## src/hdl/wfsm_pkg.sv

```systemverilog
`default_nettype none

package wfsm_pkg;

    localparam int MEM_PORT_W = 48;
    localparam int PROD_W     = 52;
    localparam int RATE_W     = 16;

    localparam logic [31:0] WIN_LEN_RESET = 32'd1000000;
    localparam logic [19:0] USEC_PER_SEC  = 20'd1000000;
    localparam logic [15:0] RATE_MAX      = 16'hFFFF;

    // queue between front and back
    localparam int Q_DEPTH = 2;
    localparam int Q_AW    = $clog2(Q_DEPTH);
    localparam int Q_CW    = $clog2(Q_DEPTH + 1);

    localparam logic [5:0] STEPS_RATE = 6'd16;
    localparam logic [5:0] STEPS_MEAN = 6'd32;

    typedef enum logic {
        OP_RESTART = 1'b0,
        OP_FRAME   = 1'b1
    } t_op;

    typedef struct packed {
        t_op         op;
        logic [63:0] timestamp_us;
        logic [31:0] fill_time_us;
        logic [31:0] present_time_us;
        logic [47:0] mem_in_use;
        logic [47:0] video_mem_in_use;
    } t_cmd;

    typedef struct packed {
        logic [63:0] rem;
        logic [31:0] low;
        logic [63:0] divisor;
        logic [5:0]  steps;
    } t_div_req;

    typedef struct packed {
        logic        busy;
        logic        done;
        logic [31:0] quot;
    } t_div_stat;

    typedef enum logic [2:0] {
        ST_IDLE,
        ST_MUL,
        ST_SAT,
        ST_RATE,
        ST_FILL,
        ST_PRES,
        ST_EMIT
    } t_state;

endpackage

`default_nettype wire

```

## src/hdl/wfsm_if.sv

```systemverilog
`default_nettype none

interface wfsm_in_if;
    logic        valid;
    logic        ready;
    logic        kind;
    logic [63:0] timestamp_us;
    logic [31:0] fill_time_us;
    logic [31:0] present_time_us;
    logic [47:0] mem_in_use;
    logic [47:0] video_mem_in_use;

    modport source (
        output valid, kind, timestamp_us, fill_time_us, present_time_us,
               mem_in_use, video_mem_in_use,
        input  ready
    );
    modport sink (
        input  valid, kind, timestamp_us, fill_time_us, present_time_us,
               mem_in_use, video_mem_in_use,
        output ready
    );
endinterface

interface wfsm_out_if;
    logic        valid;
    logic        ready;
    logic [47:0] mem_current;
    logic [47:0] video_mem_current;
    logic [47:0] mem_peak;
    logic [47:0] video_mem_peak;
    logic [31:0] fill_time_peak;
    logic [31:0] present_time_peak;
    logic [15:0] frame_rate;
    logic [31:0] fill_time_avg;
    logic [31:0] present_time_avg;
    logic        stats_valid;
    logic        window_done;

    modport source (
        output valid, mem_current, video_mem_current, mem_peak, video_mem_peak,
               fill_time_peak, present_time_peak, frame_rate, fill_time_avg,
               present_time_avg, stats_valid, window_done,
        input  ready
    );
    modport sink (
        input  valid, mem_current, video_mem_current, mem_peak, video_mem_peak,
               fill_time_peak, present_time_peak, frame_rate, fill_time_avg,
               present_time_avg, stats_valid, window_done,
        output ready
    );
endinterface

interface wfsm_cfg_if;
    logic        valid;
    logic        ready;
    logic [31:0] data;

    modport source (output valid, data, input ready);
    modport sink   (input valid, data, output ready);
endinterface

`default_nettype wire

```

## src/hdl/wfsm_front.sv

```systemverilog
`default_nettype none

module wfsm_front (
    input  wire            i_clk,
    input  wire            i_rst_n,
    wfsm_in_if.sink        i_in,
    output logic           o_cmd_valid,
    input  wire            i_cmd_ready,
    output wfsm_pkg::t_cmd o_cmd
);
    import wfsm_pkg::*;

    t_cmd            r_q [Q_DEPTH];
    logic [Q_AW-1:0] r_wr_ptr, n_wr_ptr;
    logic [Q_AW-1:0] r_rd_ptr, n_rd_ptr;
    logic [Q_CW-1:0] r_count, n_count;
    logic            push, pop;
    t_cmd            in_cmd;

    always_comb begin
        in_cmd.op               = i_in.kind ? OP_FRAME : OP_RESTART;
        in_cmd.timestamp_us     = i_in.timestamp_us;
        in_cmd.fill_time_us     = i_in.fill_time_us;
        in_cmd.present_time_us  = i_in.present_time_us;
        in_cmd.mem_in_use       = i_in.mem_in_use;
        in_cmd.video_mem_in_use = i_in.video_mem_in_use;
    end

    assign i_in.ready  = (r_count != Q_CW'(Q_DEPTH));
    assign o_cmd_valid = (r_count != '0);
    assign o_cmd       = r_q[r_rd_ptr];
    assign push        = i_in.valid && i_in.ready;
    assign pop         = o_cmd_valid && i_cmd_ready;

    always_comb begin
        n_wr_ptr = push ? Q_AW'(r_wr_ptr + 1'b1) : r_wr_ptr;
        n_rd_ptr = pop  ? Q_AW'(r_rd_ptr + 1'b1) : r_rd_ptr;
        n_count  = r_count;
        if (push && !pop) begin
            n_count = Q_CW'(r_count + 1'b1);
        end else if (pop && !push) begin
            n_count = Q_CW'(r_count - 1'b1);
        end
    end

    always_ff @(posedge i_clk) begin
        if (!i_rst_n) begin
            r_wr_ptr <= '0;
            r_rd_ptr <= '0;
            r_count  <= '0;
        end else begin
            r_wr_ptr <= n_wr_ptr;
            r_rd_ptr <= n_rd_ptr;
            r_count  <= n_count;
        end
    end

    always_ff @(posedge i_clk) begin
        if (push) begin
            r_q[r_wr_ptr] <= in_cmd;
        end
    end

endmodule

`default_nettype wire

```

## src/hdl/wfsm_div.sv

```systemverilog
`default_nettype none

// Restoring divider, one quotient bit per cycle. The caller guarantees the
// initial remainder is below the divisor, so the quotient fits in steps bits.
module wfsm_div (
    input  wire                i_clk,
    input  wire                i_rst_n,
    input  wire                i_start,
    input  wfsm_pkg::t_div_req i_req,
    output wfsm_pkg::t_div_stat o_stat
);
    import wfsm_pkg::*;

    logic [63:0] r_rem, n_rem;
    logic [31:0] r_low, n_low;
    logic [63:0] r_div;
    logic [5:0]  r_cnt;
    logic        r_busy;
    logic        r_done;
    logic [64:0] trial;
    logic        ge;

    always_comb begin
        trial = {r_rem, r_low[31]};
        ge    = (trial >= {1'b0, r_div});
        n_rem = ge ? 64'(trial - {1'b0, r_div}) : trial[63:0];
        n_low = {r_low[30:0], ge};
    end

    always_ff @(posedge i_clk) begin
        if (!i_rst_n) begin
            r_busy <= 1'b0;
            r_done <= 1'b0;
            r_cnt  <= '0;
        end else begin
            r_done <= r_busy && (r_cnt == 6'd1);
            if (i_start) begin
                r_busy <= 1'b1;
                r_cnt  <= i_req.steps;
            end else if (r_busy) begin
                r_cnt <= r_cnt - 6'd1;
                if (r_cnt == 6'd1) begin
                    r_busy <= 1'b0;
                end
            end
        end
    end

    always_ff @(posedge i_clk) begin
        if (i_start) begin
            r_rem <= i_req.rem;
            r_low <= i_req.low;
            r_div <= i_req.divisor;
        end else if (r_busy) begin
            r_rem <= n_rem;
            r_low <= n_low;
        end
    end

    assign o_stat.busy = r_busy;
    assign o_stat.done = r_done;
    assign o_stat.quot = r_low;

endmodule

`default_nettype wire

```

## src/hdl/wfsm_back.sv

```systemverilog
`default_nettype none

module wfsm_back #(
    parameter int MEM_COUNT_BITS = 48
) (
    input  wire            i_clk,
    input  wire            i_rst_n,
    input  wire  [31:0]    i_win_len,
    input  wire            i_cmd_valid,
    output logic           o_cmd_ready,
    input  wfsm_pkg::t_cmd i_cmd,
    wfsm_out_if.source     o_out
);
    import wfsm_pkg::*;

    localparam int MW = (MEM_COUNT_BITS < MEM_PORT_W) ? MEM_COUNT_BITS : MEM_PORT_W;

    typedef struct packed {
        logic [47:0] mem_current;
        logic [47:0] video_mem_current;
        logic [47:0] mem_peak;
        logic [47:0] video_mem_peak;
        logic [31:0] fill_time_peak;
        logic [31:0] present_time_peak;
        logic [15:0] frame_rate;
        logic [31:0] fill_time_avg;
        logic [31:0] present_time_avg;
        logic        stats_valid;
        logic        window_done;
    } t_result;

    t_state              r_state, n_state;
    logic [63:0]         r_win_start, n_win_start;
    logic [63:0]         r_fill_sum, n_fill_sum;
    logic [63:0]         r_pres_sum, n_pres_sum;
    logic [31:0]         r_frames, n_frames;
    logic [MW-1:0]       r_mem_last, n_mem_last;
    logic [MW-1:0]       r_vmem_last, n_vmem_last;
    logic [MW-1:0]       r_mem_high, n_mem_high;
    logic [MW-1:0]       r_vmem_high, n_vmem_high;
    logic [31:0]         r_fill_high, n_fill_high;
    logic [31:0]         r_pres_high, n_pres_high;
    logic [RATE_W-1:0]   r_rate, n_rate;
    logic [31:0]         r_fill_mean, n_fill_mean;
    logic [31:0]         r_pres_mean, n_pres_mean;
    logic                r_valid_flag, n_valid_flag;
    logic [63:0]         r_now, n_now;
    logic [63:0]         r_elapsed, n_elapsed;
    logic [PROD_W-1:0]   r_prod, n_prod;
    logic                r_out_valid, n_out_valid;
    t_result             r_out, n_out;

    logic                slot_free;
    logic                load_out;
    logic                done_bit;
    logic [MW-1:0]       mem_in, vmem_in;
    logic [31:0]         frames_nx;
    logic [63:0]         elapsed;
    logic [31:0]         len;
    logic                close;
    logic                sat;
    logic                div_start;
    t_div_req            div_req;
    t_div_stat           div_stat;
    t_div_req            req_rate, req_fill, req_pres;

    wfsm_div u_div (
        .i_clk   (i_clk),
        .i_rst_n (i_rst_n),
        .i_start (div_start),
        .i_req   (div_req),
        .o_stat  (div_stat)
    );

    assign slot_free = !r_out_valid || o_out.ready;

    always_comb begin
        mem_in    = i_cmd.mem_in_use[MW-1:0];
        vmem_in   = i_cmd.video_mem_in_use[MW-1:0];
        frames_nx = r_frames + 32'd1;
        elapsed   = i_cmd.timestamp_us - r_win_start;
        len       = (i_win_len == '0) ? 32'd1 : i_win_len;
        close     = (elapsed >= {32'b0, len}) && (frames_nx != '0);
        // rate >= 2^16 exactly when elapsed * 2^16 <= frames * 10^6
        sat       = (r_elapsed[63:36] == '0) && ({r_elapsed[35:0], 16'b0} <= r_prod);

        req_rate.rem     = {28'b0, r_prod[PROD_W-1:16]};
        req_rate.low     = {r_prod[15:0], 16'b0};
        req_rate.divisor = r_elapsed;
        req_rate.steps   = STEPS_RATE;
        req_fill.rem     = {32'b0, r_fill_sum[63:32]};
        req_fill.low     = r_fill_sum[31:0];
        req_fill.divisor = {32'b0, r_frames};
        req_fill.steps   = STEPS_MEAN;
        req_pres.rem     = {32'b0, r_pres_sum[63:32]};
        req_pres.low     = r_pres_sum[31:0];
        req_pres.divisor = {32'b0, r_frames};
        req_pres.steps   = STEPS_MEAN;
    end

    always_comb begin
        n_state      = r_state;
        n_win_start  = r_win_start;
        n_fill_sum   = r_fill_sum;
        n_pres_sum   = r_pres_sum;
        n_frames     = r_frames;
        n_mem_last   = r_mem_last;
        n_vmem_last  = r_vmem_last;
        n_mem_high   = r_mem_high;
        n_vmem_high  = r_vmem_high;
        n_fill_high  = r_fill_high;
        n_pres_high  = r_pres_high;
        n_rate       = r_rate;
        n_fill_mean  = r_fill_mean;
        n_pres_mean  = r_pres_mean;
        n_valid_flag = r_valid_flag;
        n_now        = r_now;
        n_elapsed    = r_elapsed;
        n_prod       = r_prod;
        n_out_valid  = r_out_valid && !o_out.ready;
        o_cmd_ready  = 1'b0;
        load_out     = 1'b0;
        done_bit     = 1'b0;
        div_start    = 1'b0;
        div_req      = req_fill;

        unique case (r_state)
            ST_IDLE: begin
                o_cmd_ready = slot_free;
                if (i_cmd_valid && slot_free) begin
                    unique case (i_cmd.op)
                        OP_RESTART: begin
                            n_win_start  = i_cmd.timestamp_us;
                            n_fill_sum   = '0;
                            n_pres_sum   = '0;
                            n_frames     = '0;
                            n_mem_last   = '0;
                            n_vmem_last  = '0;
                            n_mem_high   = '0;
                            n_vmem_high  = '0;
                            n_fill_high  = '0;
                            n_pres_high  = '0;
                            n_rate       = '0;
                            n_fill_mean  = '0;
                            n_pres_mean  = '0;
                            n_valid_flag = 1'b0;
                            load_out     = 1'b1;
                        end
                        OP_FRAME: begin
                            n_mem_last  = mem_in;
                            n_vmem_last = vmem_in;
                            if (mem_in > r_mem_high) begin
                                n_mem_high = mem_in;
                            end
                            if (vmem_in > r_vmem_high) begin
                                n_vmem_high = vmem_in;
                            end
                            if (i_cmd.fill_time_us > r_fill_high) begin
                                n_fill_high = i_cmd.fill_time_us;
                            end
                            if (i_cmd.present_time_us > r_pres_high) begin
                                n_pres_high = i_cmd.present_time_us;
                            end
                            n_fill_sum = r_fill_sum + {32'b0, i_cmd.fill_time_us};
                            n_pres_sum = r_pres_sum + {32'b0, i_cmd.present_time_us};
                            n_frames   = frames_nx;
                            if (close) begin
                                n_now     = i_cmd.timestamp_us;
                                n_elapsed = elapsed;
                                n_state   = ST_MUL;
                            end else begin
                                load_out = 1'b1;
                            end
                        end
                        default: begin
                        end
                    endcase
                end
            end
            ST_MUL: begin
                n_prod  = PROD_W'(r_frames) * PROD_W'(USEC_PER_SEC);
                n_state = ST_SAT;
            end
            ST_SAT: begin
                div_start = 1'b1;
                if (sat) begin
                    n_rate  = RATE_MAX;
                    div_req = req_fill;
                    n_state = ST_FILL;
                end else begin
                    div_req = req_rate;
                    n_state = ST_RATE;
                end
            end
            ST_RATE: begin
                if (div_stat.done) begin
                    n_rate    = div_stat.quot[RATE_W-1:0];
                    div_start = 1'b1;
                    div_req   = req_fill;
                    n_state   = ST_FILL;
                end
            end
            ST_FILL: begin
                if (div_stat.done) begin
                    n_fill_mean = div_stat.quot;
                    div_start   = 1'b1;
                    div_req     = req_pres;
                    n_state     = ST_PRES;
                end
            end
            ST_PRES: begin
                if (div_stat.done) begin
                    n_pres_mean = div_stat.quot;
                    n_state     = ST_EMIT;
                end
            end
            ST_EMIT: begin
                if (slot_free) begin
                    n_valid_flag = 1'b1;
                    n_win_start  = r_now;
                    n_fill_sum   = '0;
                    n_pres_sum   = '0;
                    n_frames     = '0;
                    load_out     = 1'b1;
                    done_bit     = 1'b1;
                    n_state      = ST_IDLE;
                end
            end
            default: begin
                n_state = ST_IDLE;
            end
        endcase

        n_out = r_out;
        if (load_out) begin
            n_out_valid             = 1'b1;
            n_out.mem_current       = MEM_PORT_W'(n_mem_last);
            n_out.video_mem_current = MEM_PORT_W'(n_vmem_last);
            n_out.mem_peak          = MEM_PORT_W'(n_mem_high);
            n_out.video_mem_peak    = MEM_PORT_W'(n_vmem_high);
            n_out.fill_time_peak    = n_fill_high;
            n_out.present_time_peak = n_pres_high;
            n_out.frame_rate        = n_rate;
            n_out.fill_time_avg     = n_fill_mean;
            n_out.present_time_avg  = n_pres_mean;
            n_out.stats_valid       = n_valid_flag;
            n_out.window_done       = done_bit;
        end
    end

    always_ff @(posedge i_clk) begin
        if (!i_rst_n) begin
            r_state      <= ST_IDLE;
            r_out_valid  <= 1'b0;
            r_win_start  <= '0;
            r_fill_sum   <= '0;
            r_pres_sum   <= '0;
            r_frames     <= '0;
            r_mem_last   <= '0;
            r_vmem_last  <= '0;
            r_mem_high   <= '0;
            r_vmem_high  <= '0;
            r_fill_high  <= '0;
            r_pres_high  <= '0;
            r_rate       <= '0;
            r_fill_mean  <= '0;
            r_pres_mean  <= '0;
            r_valid_flag <= 1'b0;
        end else begin
            r_state      <= n_state;
            r_out_valid  <= n_out_valid;
            r_win_start  <= n_win_start;
            r_fill_sum   <= n_fill_sum;
            r_pres_sum   <= n_pres_sum;
            r_frames     <= n_frames;
            r_mem_last   <= n_mem_last;
            r_vmem_last  <= n_vmem_last;
            r_mem_high   <= n_mem_high;
            r_vmem_high  <= n_vmem_high;
            r_fill_high  <= n_fill_high;
            r_pres_high  <= n_pres_high;
            r_rate       <= n_rate;
            r_fill_mean  <= n_fill_mean;
            r_pres_mean  <= n_pres_mean;
            r_valid_flag <= n_valid_flag;
        end
    end

    always_ff @(posedge i_clk) begin
        r_now     <= n_now;
        r_elapsed <= n_elapsed;
        r_prod    <= n_prod;
        r_out     <= n_out;
    end

    assign o_out.valid             = r_out_valid;
    assign o_out.mem_current       = r_out.mem_current;
    assign o_out.video_mem_current = r_out.video_mem_current;
    assign o_out.mem_peak          = r_out.mem_peak;
    assign o_out.video_mem_peak    = r_out.video_mem_peak;
    assign o_out.fill_time_peak    = r_out.fill_time_peak;
    assign o_out.present_time_peak = r_out.present_time_peak;
    assign o_out.frame_rate        = r_out.frame_rate;
    assign o_out.fill_time_avg     = r_out.fill_time_avg;
    assign o_out.present_time_avg  = r_out.present_time_avg;
    assign o_out.stats_valid       = r_out.stats_valid;
    assign o_out.window_done       = r_out.window_done;

`ifndef ASSERT_OFF
    a_div_start_idle: assert property (@(posedge i_clk) disable iff (!i_rst_n)
        div_start |-> !div_stat.busy)
        else $error("divider started while busy");

    a_div_done_state: assert property (@(posedge i_clk) disable iff (!i_rst_n)
        div_stat.done |-> (r_state == ST_RATE || r_state == ST_FILL || r_state == ST_PRES))
        else $error("divider result arrived outside a division state");

    a_close_clears: assert property (@(posedge i_clk) disable iff (!i_rst_n)
        (r_state == ST_EMIT && slot_free) |=> (r_frames == '0 && r_valid_flag && r_out_valid))
        else $error("window close did not reset the window");

    a_done_valid: assert property (@(posedge i_clk) disable iff (!i_rst_n)
        (r_out_valid && r_out.window_done) |-> r_out.stats_valid)
        else $error("closed window reported without stats_valid");
`endif

endmodule

`default_nettype wire

```

## src/hdl/windowed_frame_stats_monitor_top.sv

```systemverilog
`default_nettype none

// Windowed frame statistics monitor. Each request on i_in is one frame record
// (kind 1) or a restart (kind 0); each yields exactly one snapshot on o_out.
// Requests enter a two-entry queue, so the source keeps going while the
// output waits. A restart or a frame that does not close the window is
// handled directly in the execution stage. A frame that closes the window
// first forms the frames * 10^6 product, then runs the saturation check,
// then a shared divider producing one quotient bit per cycle runs 16 steps
// for the rate (skipped when the frame rate saturates at 65535) and 32 steps
// for each of the two means. i_cfg writes window_length_us (reset 1000000;
// 0 acts as 1) and is always ready; write it only while the block is idle.
module windowed_frame_stats_monitor_top #(
    parameter int MEM_COUNT_BITS = 48
) (
    input  wire         i_clk,
    input  wire         i_rst_n,
    wfsm_in_if.sink     i_in,
    wfsm_cfg_if.sink    i_cfg,
    wfsm_out_if.source  o_out
);
    import wfsm_pkg::*;

    logic [31:0] r_win_len;
    logic        cmd_valid;
    logic        cmd_ready;
    t_cmd        cmd;

    assign i_cfg.ready = 1'b1;

    always_ff @(posedge i_clk) begin
        if (!i_rst_n) begin
            r_win_len <= WIN_LEN_RESET;
        end else if (i_cfg.valid) begin
            r_win_len <= i_cfg.data;
        end
    end

    wfsm_front u_front (
        .i_clk       (i_clk),
        .i_rst_n     (i_rst_n),
        .i_in        (i_in),
        .o_cmd_valid (cmd_valid),
        .i_cmd_ready (cmd_ready),
        .o_cmd       (cmd)
    );

    wfsm_back #(
        .MEM_COUNT_BITS (MEM_COUNT_BITS)
    ) u_back (
        .i_clk       (i_clk),
        .i_rst_n     (i_rst_n),
        .i_win_len   (r_win_len),
        .i_cmd_valid (cmd_valid),
        .o_cmd_ready (cmd_ready),
        .i_cmd       (cmd),
        .o_out       (o_out)
    );

endmodule

`default_nettype wire

```

## src/flat_wrapper.sv

```systemverilog
// flat-port wrapper written by rule: the top's interface ports become plain ports
module windowed_frame_stats_monitor_top_flat import wfsm_pkg::*;
#(
    parameter int MEM_COUNT_BITS = 48
)
  (i_clk, i_rst_n, i_in_valid, i_in_kind, i_in_timestamp_us, i_in_fill_time_us, i_in_present_time_us, i_in_mem_in_use, i_in_video_mem_in_use, i_in_ready, i_cfg_valid, i_cfg_data, i_cfg_ready, o_out_valid, o_out_mem_current, o_out_video_mem_current, o_out_mem_peak, o_out_video_mem_peak, o_out_fill_time_peak, o_out_present_time_peak, o_out_frame_rate, o_out_fill_time_avg, o_out_present_time_avg, o_out_stats_valid, o_out_window_done, o_out_ready);
  wfsm_in_if i_in_i ();
  wfsm_cfg_if i_cfg_i ();
  wfsm_out_if o_out_i ();
  input  wire i_clk;
  input  wire i_rst_n;
  input wire logic [$bits(i_in_i.valid)-1:0] i_in_valid;
  input wire logic [$bits(i_in_i.kind)-1:0] i_in_kind;
  input wire logic [$bits(i_in_i.timestamp_us)-1:0] i_in_timestamp_us;
  input wire logic [$bits(i_in_i.fill_time_us)-1:0] i_in_fill_time_us;
  input wire logic [$bits(i_in_i.present_time_us)-1:0] i_in_present_time_us;
  input wire logic [$bits(i_in_i.mem_in_use)-1:0] i_in_mem_in_use;
  input wire logic [$bits(i_in_i.video_mem_in_use)-1:0] i_in_video_mem_in_use;
  output wire logic [$bits(i_in_i.ready)-1:0] i_in_ready;
  input wire logic [$bits(i_cfg_i.valid)-1:0] i_cfg_valid;
  input wire logic [$bits(i_cfg_i.data)-1:0] i_cfg_data;
  output wire logic [$bits(i_cfg_i.ready)-1:0] i_cfg_ready;
  output wire logic [$bits(o_out_i.valid)-1:0] o_out_valid;
  output wire logic [$bits(o_out_i.mem_current)-1:0] o_out_mem_current;
  output wire logic [$bits(o_out_i.video_mem_current)-1:0] o_out_video_mem_current;
  output wire logic [$bits(o_out_i.mem_peak)-1:0] o_out_mem_peak;
  output wire logic [$bits(o_out_i.video_mem_peak)-1:0] o_out_video_mem_peak;
  output wire logic [$bits(o_out_i.fill_time_peak)-1:0] o_out_fill_time_peak;
  output wire logic [$bits(o_out_i.present_time_peak)-1:0] o_out_present_time_peak;
  output wire logic [$bits(o_out_i.frame_rate)-1:0] o_out_frame_rate;
  output wire logic [$bits(o_out_i.fill_time_avg)-1:0] o_out_fill_time_avg;
  output wire logic [$bits(o_out_i.present_time_avg)-1:0] o_out_present_time_avg;
  output wire logic [$bits(o_out_i.stats_valid)-1:0] o_out_stats_valid;
  output wire logic [$bits(o_out_i.window_done)-1:0] o_out_window_done;
  input wire logic [$bits(o_out_i.ready)-1:0] o_out_ready;
  assign i_in_i.valid = i_in_valid;
  assign i_in_i.kind = i_in_kind;
  assign i_in_i.timestamp_us = i_in_timestamp_us;
  assign i_in_i.fill_time_us = i_in_fill_time_us;
  assign i_in_i.present_time_us = i_in_present_time_us;
  assign i_in_i.mem_in_use = i_in_mem_in_use;
  assign i_in_i.video_mem_in_use = i_in_video_mem_in_use;
  assign i_in_ready = i_in_i.ready;
  assign i_cfg_i.valid = i_cfg_valid;
  assign i_cfg_i.data = i_cfg_data;
  assign i_cfg_ready = i_cfg_i.ready;
  assign o_out_valid = o_out_i.valid;
  assign o_out_mem_current = o_out_i.mem_current;
  assign o_out_video_mem_current = o_out_i.video_mem_current;
  assign o_out_mem_peak = o_out_i.mem_peak;
  assign o_out_video_mem_peak = o_out_i.video_mem_peak;
  assign o_out_fill_time_peak = o_out_i.fill_time_peak;
  assign o_out_present_time_peak = o_out_i.present_time_peak;
  assign o_out_frame_rate = o_out_i.frame_rate;
  assign o_out_fill_time_avg = o_out_i.fill_time_avg;
  assign o_out_present_time_avg = o_out_i.present_time_avg;
  assign o_out_stats_valid = o_out_i.stats_valid;
  assign o_out_window_done = o_out_i.window_done;
  assign o_out_i.ready = o_out_ready;
  windowed_frame_stats_monitor_top #(.MEM_COUNT_BITS(MEM_COUNT_BITS)) u_core (.i_clk(i_clk), .i_rst_n(i_rst_n), .i_in(i_in_i), .i_cfg(i_cfg_i), .o_out(o_out_i));
endmodule
```

## config.mk

```make
export PLATFORM = sky130hd
export DESIGN_NAME = windowed_frame_stats_monitor_top_flat
export DESIGN_NICKNAME = d
export VERILOG_FILES = /design/src/hdl/wfsm_pkg.sv /design/src/hdl/wfsm_if.sv /design/src/hdl/wfsm_front.sv /design/src/hdl/wfsm_div.sv /design/src/hdl/wfsm_back.sv /design/src/hdl/windowed_frame_stats_monitor_top.sv /design/src/flat_wrapper.sv
export SDC_FILE = /design/constraint.sdc
export NUM_CORES = 2
export LEC_CHECK = 0
export BUFFER_PORTS_ARGS = -buffer_cell sky130_fd_sc_hd__buf_2
export CORE_MARGIN = 1
export CORE_UTILIZATION = 30
export DETAILED_ROUTE_END_ITERATION = 8
export HOLD_SLACK_MARGIN = 0.15
export SYNTH_ARGS = -nofsm -noshare
export SYNTH_HDL_FRONTEND = slang
export SYNTH_SLANG_ARGS = --single-unit
export TNS_END_PERCENT = 50
```

## constraint.sdc

```tcl
create_clock -name i_clk -period 21.7 [get_ports i_clk]
set_input_delay 3.255 -clock i_clk [delete_from_list [all_inputs] [get_ports i_clk]]
set_output_delay 3.255 -clock i_clk [all_outputs]
set_load 0.02 [all_outputs]
```

Word level (Yosys, flattened, before mapping)
Memories as Yosys holds them, arrays and structs flattened. A register that Yosys moved wholly into a read port is not among the register bits.
Cells that the tools add are included.
Storage, ports and cells
  input bits: 262
  word-level logic and storage cells: 196
  output and inout bits: 341
  memory bits (writable): 450
  memories kept: 1
  flip-flop bits (word level): 1281
Cells by class
  order comparisons: 7
  $add $sub $neg: 10
  bitwise operators: 1
  reduce and logical (&&, ||, !) cells: 27
  eq/ne operators: 16
  muxes and demuxes: 93
  multiply operators: 1
Memories
  u_core.u_front.r_q: words 2, bits a word 225, read ports 1, clocked after memory_dff 1, write ports 1, RTL line wfsm_front.sv:13  | t_cmd r_q [Q_DEPTH];
Operator list (number)
  64-bit case mux with 2 select lines: 5
  64-bit 2-to-1 mux: 9
  32-bit 2-to-1 mux: 17
  48-bit 2-to-1 mux: 10
  32-bit case mux with 2 select lines: 6
  48-bit case mux with 2 select lines: 4
  138-bit case mux with 2 select lines: 1
  138-bit 2-to-1 mux: 1
  134-bit 2-to-1 mux: 1
  64-bit by 32-bit adder with 64-bit output: 2
  64-bit subtractor: 2
  48-bit > comparator: 2
  65-bit by 64-bit >= comparator with 1-bit output: 1
  64-bit by 32-bit >= comparator with 1-bit output: 1
  32-bit > comparator: 2
  16-bit 2-to-1 mux: 4
  52-bit less-or-equal comparator: 1
  16-bit case mux with 3 select lines: 1
  32-bit by 14-bit multiplier with 46-bit output (second input constant): 1
  32-bit by 1-bit adder with 32-bit output (second input constant): 1
  32-bit logical NOT: 1
  32-bit nonzero test: 1
  28-bit logical NOT: 1
  3-bit 2-to-1 mux: 8
  other kinds (25): 72

Logic depth before layout (Yosys ltp)
  word-level depth: 9
  gate-level depth with buffers: 30

Hierarchy
Synthesis repeated with hierarchy kept, for this count alone.
Unflattened totals
  cells, all modules: 8324
  area, all modules: 91441.4 um2
By module, submodules not included
  wfsm_back: instances 1, area an instance 61776.7 um2, sequential area each 26685.6 um2, cells an instance 6326
  wfsm_front: instances 1, area an instance 17090.1 um2, sequential area each 13613.1 um2, cells an instance 724
  wfsm_div: instances 1, area an instance 11337.1 um2, sequential area each 4964.8 um2, cells an instance 1169
  windowed_frame_stats_monitor_top: instances 1, area an instance 1237.4 um2, sequential area each 640.6 um2, cells an instance 105

Worst setup path after synthesis
No wires, ideal clock.
  path kind: reg2reg
  from: register (tool-made name)
  to: register u_core.u_back.r_out (netlist bit u_core.u_back.o_out.fill_time_avg[0]) (enable)
  period minus slack after synthesis: 13587 ps
  arrival time: 12858 ps
  stages on the path, launching flop included: 30
  buffers on the path: 3
  slack: 8113 ps
  library setup time: 729 ps
  cells stage by stage: dfxtp_1 > clkbuf_1 > clkbuf_1 > buf_1 > mux2i_1 > ha_1 > inv_1 > fa_1 > a211oi_1 > o21ai_1 > nand3_1 > nand3_1 > nand3_1 > nand2_1 > a21o_1 > a21oi_1 > xnor2_1 > ha_1 > a21o_1 > a21o_1 > a21oi_1 > o21ai_0 > a21oi_1 > nand4_1 > or4_4 > nor4_2 > and4_1 > nand4_2 > a21oi_1 > or2_1
RTL lines
  end signal, assigned: RTL line wfsm_back.sv:293  | r_out <= n_out;
  end, declared: RTL line wfsm_back.sv:51  | t_result r_out, n_out;

==> results.sh <==
export IMPL_finalSetupTns_ns=0
export IMPL_placedCellCount=12160
export IMPL_dr_total_vias=63940
export IMPL_wl_per_cell_um=21.45
export IMPL_yosysWarnings=0
export IMPL_synth_adder_area_share=0.1166
export IMPL_grt_max_degree=177
export IMPL_power_density_mw_per_mm2=139.0
export IMPL_clock_sinks=1732
export IMPL_place_gp_congestion=0.9215
export IMPL_fin_util=0.3487
export IMPL_leakagePower_nw=41.07
export IMPL_synth_top_family_by_area="compound AO/OA/AOI/OAI gates"
export IMPL_rr_worst_depth=27
export IMPL_drv_slew=0
export IMPL_hp_class="reg2reg"
export IMPL_period_needed_ns=9.450
export IMPL_finalNetCount=9444
export IMPL_synth_distinct_cells=106
export IMPL_cts_buffers=194
export IMPL_io_pins=603
export IMPL_grt_pass1_wl_um=402400
export IMPL_grt_pass1_vias=63000
export IMPL_post_cts_resized=0
export IMPL_muxShareOfSynthArea=0.04412
export IMPL_die_w_um=545.8
export IMPL_synth_cells=7960
export IMPL_numPortBuffers=601
export IMPL_status="finished, violations left"
export IMPL_cts_setup_buffers=0
export IMPL_drive_gt1_frac=0.1391
export IMPL_critPathArrivalTime_ns=9.92
export IMPL_total_power_mw=14.25
export IMPL_dieArea_sq_mm=0.2979
export IMPL_hold_viol_final=0
export IMPL_max_clock_path_buffers=4
export IMPL_synth_simple_area_share=0.1038
export IMPL_route_antenna_remaining_nets=0
export IMPL_rrSetupSlack_ns=12.25
export IMPL_violations="design-rule violations"
export IMPL_track_usage=0.1747
export IMPL_postCtsHoldBufs=0
export IMPL_synth_xor_area_frac=0.02300
export IMPL_setup_violations=0
export IMPL_placementRows=199
export IMPL_ys_dominant_reg_cell="edfxtp_1"
export IMPL_initial_utilization=0.3017
export IMPL_cp_required_ns=22.17
export IMPL_drtIter0Drc=4718
export IMPL_crit_family="buffers and inverters"
export IMPL_ys_seq_area_frac=0.5175
export IMPL_fin_crit_sh=0.4355
export IMPL_cp_start_kind="flop"
export IMPL_syn_area_sq_mm=0.08871
export IMPL_synthTopCellsByArea="edfxtp_1 (38%), dfxtp_1 (14%), ha_1 (8.5%)"
export IMPL_slowest_delay_ns=0.89
export IMPL_antenna_found_initial=70
export IMPL_path_clk_slew_ns=0.06
export IMPL_path_common_cell="buf_4"
export IMPL_worst_pin_slew_ns=1.270
export IMPL_vdd_drop_max_mv=0.09217
export IMPL_synth_edf_count=1122
export IMPL_synth_compound_area_frac=0.1491
export IMPL_drt_pass1_iter_count=8
export IMPL_fin_worst_skew_ns=0.1027
export IMPL_yosysTopAreaCell="edfxtp_1"
export IMPL_grt_ovfl_total=0
export IMPL_endpoint="u_core.u_back.o_out.mem_peak[45]$_DFFE_PP_"
export IMPL_syn_to_final_growth_pct=15.57
export IMPL_syn_area_per_cell_sq_um=11.14
export IMPL_cp_slowest_cell="buf_4"
export IMPL_cts_root_buf="clkbuf_16"
export IMPL_synth_seq_cells=1732
export IMPL_cts_tree="built"
export IMPL_hold_ws_ns=0.4712
export IMPL_synth_top_area_frac=0.3798
export IMPL_grt_setup_unrepaired="no"
export IMPL_ctsHtreeMaxLevel=4
export IMPL_critical_path_class="reg2reg"
export IMPL_max_freq_mhz=105.8
export IMPL_r2r_end="u_core.u_back.o_out.mem_peak[45]$_DFFE_PP_"
export IMPL_crit_path_end_kind="flop"
export IMPL_post_layout_nonfiller_instances=12540
export IMPL_crit_cells=27
export IMPL_detail_route_vias_per_cell=5.100
export IMPL_drc=36
export IMPL_die_h_um=545.8
export IMPL_syn_nets=8965
export IMPL_async_flop_share=0
export IMPL_drt_total_wl_um=269000
export IMPL_max_cap_violations=0
export IMPL_crit_buf_inv=4
export IMPL_clk_insertion_delay_late_ns=0.90
export IMPL_slew_headroom=0.1510
export IMPL_path_max_fanout=69
export IMPL_core_sq_mm=0.2941
export IMPL_hpwl_um=196700
-- cells in the final DEF (no fill, tap or decap), drive strengths merged, types with 60 or more instances in the layout --
cell type / n
a21o: 186
a21oi: 408
a22o: 161
a31oi: 60
and2: 344
buf: 669
clkbuf: 251
clkinv: 66
dfxtp: 610
edfxtp: 1122
fa: 139
ha: 604
inv: 681
mux2: 120
mux2i: 256
nand2: 559
nand3: 123
nand4: 133
nor2: 342
nor3: 62
o21a: 64
o21ai: 504
o2bb2ai: 79
o31ai: 74
xnor2: 151
xor2: 82
-- power by group --
group | leakage, nW | internal, mW | switching (mW) | total, mW
clock | 3.25 | 2.02 | 1.42 | 3.45
combinational | 22.4 | 1.98 | 3.87 | 5.85
sequential | 15.4 | 4.53 | 0.424 | 4.96
total | 41.1 | 8.53 | 5.71 | 14.2
-- layout make-up --
| cell class | count | area (sq um) |
|---|---|---|
| Multi-Input combinational cell | 5169 | 38930 |
| Antenna cell | 15 | 37.54 |
| Fill cell | 28890 | 191500 |
| Sequential cell | 1732 | 45910 |
| Clock buffer | 251 | 5364 |
| Clock inverter | 109 | 1289 |
| Inverter | 673 | 2539 |
| Timing Repair Buffer | 669 | 3553 |
| Tap cell | 3919 | 4903 |
-- cells in the mapped netlist, drive strengths merged (23+ instances only) --
library cell and count:
inv 671, nor3 62, a21oi 408, xor2 82, a32o 49, a211oi 37
o21ai 504, nand2 559, buf 108, o22ai 41, ha 604, or3 24
and3 53, a21o 186, mux2 120, nand3 123, clkbuf 278, o21a 64
o32ai 32, o2bb2ai 79, xnor2 151, nor2b 49, a22o 161, a32oi 30
nor4 37, nor2 342, fa 139, nand2b 43, o31ai 74, a221o 23
a31oi 60, edfxtp 1122, o211ai 33, dfxtp 610, mux2i 256, a22oi 44
o21bai 31, nand4 133, and2 344
-- worst min-delay path by stage --
| stage | start | to | slack, ns | depth (start not counted) |
|---|---|---|---|---|
| after global routing | u_core.u_back.r_fill_sum[2]$_SDFFE_PN0P_ | u_core.u_back.r_fill_sum[2]$_SDFFE_PN0P_ | 0.50 | 2 |
| after detailed placement | u_core.u_back.r_pres_sum[63]$_SDFFE_PN0P_ | u_core.u_back.r_pres_sum[63]$_SDFFE_PN0P_ | 0.47 | 1 |
| final | u_core.u_back.r_mem_last[38]$_SDFF_PN0_ | u_core.u_back.o_out.mem_current[38]$_DFFE_PP_ | 0.47 | 1 |
| after global placement | u_core.u_back.r_pres_sum[63]$_SDFFE_PN0P_ | u_core.u_back.r_pres_sum[63]$_SDFFE_PN0P_ | 0.45 | 1 |
| after floorplan | u_core.u_back.r_pres_sum[63]$_SDFFE_PN0P_ | u_core.u_back.r_pres_sum[63]$_SDFFE_PN0P_ | 0.43 | 1 |
| after CTS | u_core.u_back.r_fill_sum[63]$_SDFFE_PN0P_ | u_core.u_back.r_fill_sum[63]$_SDFFE_PN0P_ | 0.48 | 2 |
-- metal layers --
metal | GRT usage | wire, um | up-vias
met5 | 0.001763 | 578 | -
met4 | 0.05037 | 7534 | 84
met3 | 0.03779 | 17860 | 451
met2 | 0.2816 | 122600 | 1914
met1 | 0.2341 | 120400 | 31510
li1 | - | - | 29990
-- per-stage QoR --
stage	setup slack [ns]	area [sq um]
finish	12.25	102500
global route	11.52	102500
CTS	12.10	102500
detailed placement	12.11	95830
global placement	12.22	95830
floorplan	8.113	88710
-- cell families after synthesis --
logic type      count (synthesis)
compound gates               1972
simple gates                 1844
flops                        1732
buf+inv                      1059
fa+ha+maj                     743
mux                           376
xor+xnor                      233
other cells                     1
-- registers in the layout, summed over array words and instances (netlist names), 64 cells and up, named ones only --
register / flops
u_core.u_back.r_elapsed: 64
u_core.u_back.r_fill_sum: 64
u_core.u_back.r_now: 64
u_core.u_back.r_pres_sum: 64
u_core.u_back.r_win_start: 64
u_core.u_back.u_div.r_div: 64
u_core.u_back.u_div.r_rem: 64
u_core.u_front.r_q: 450
Note: power is estimated with default switching activity, not from simulation.
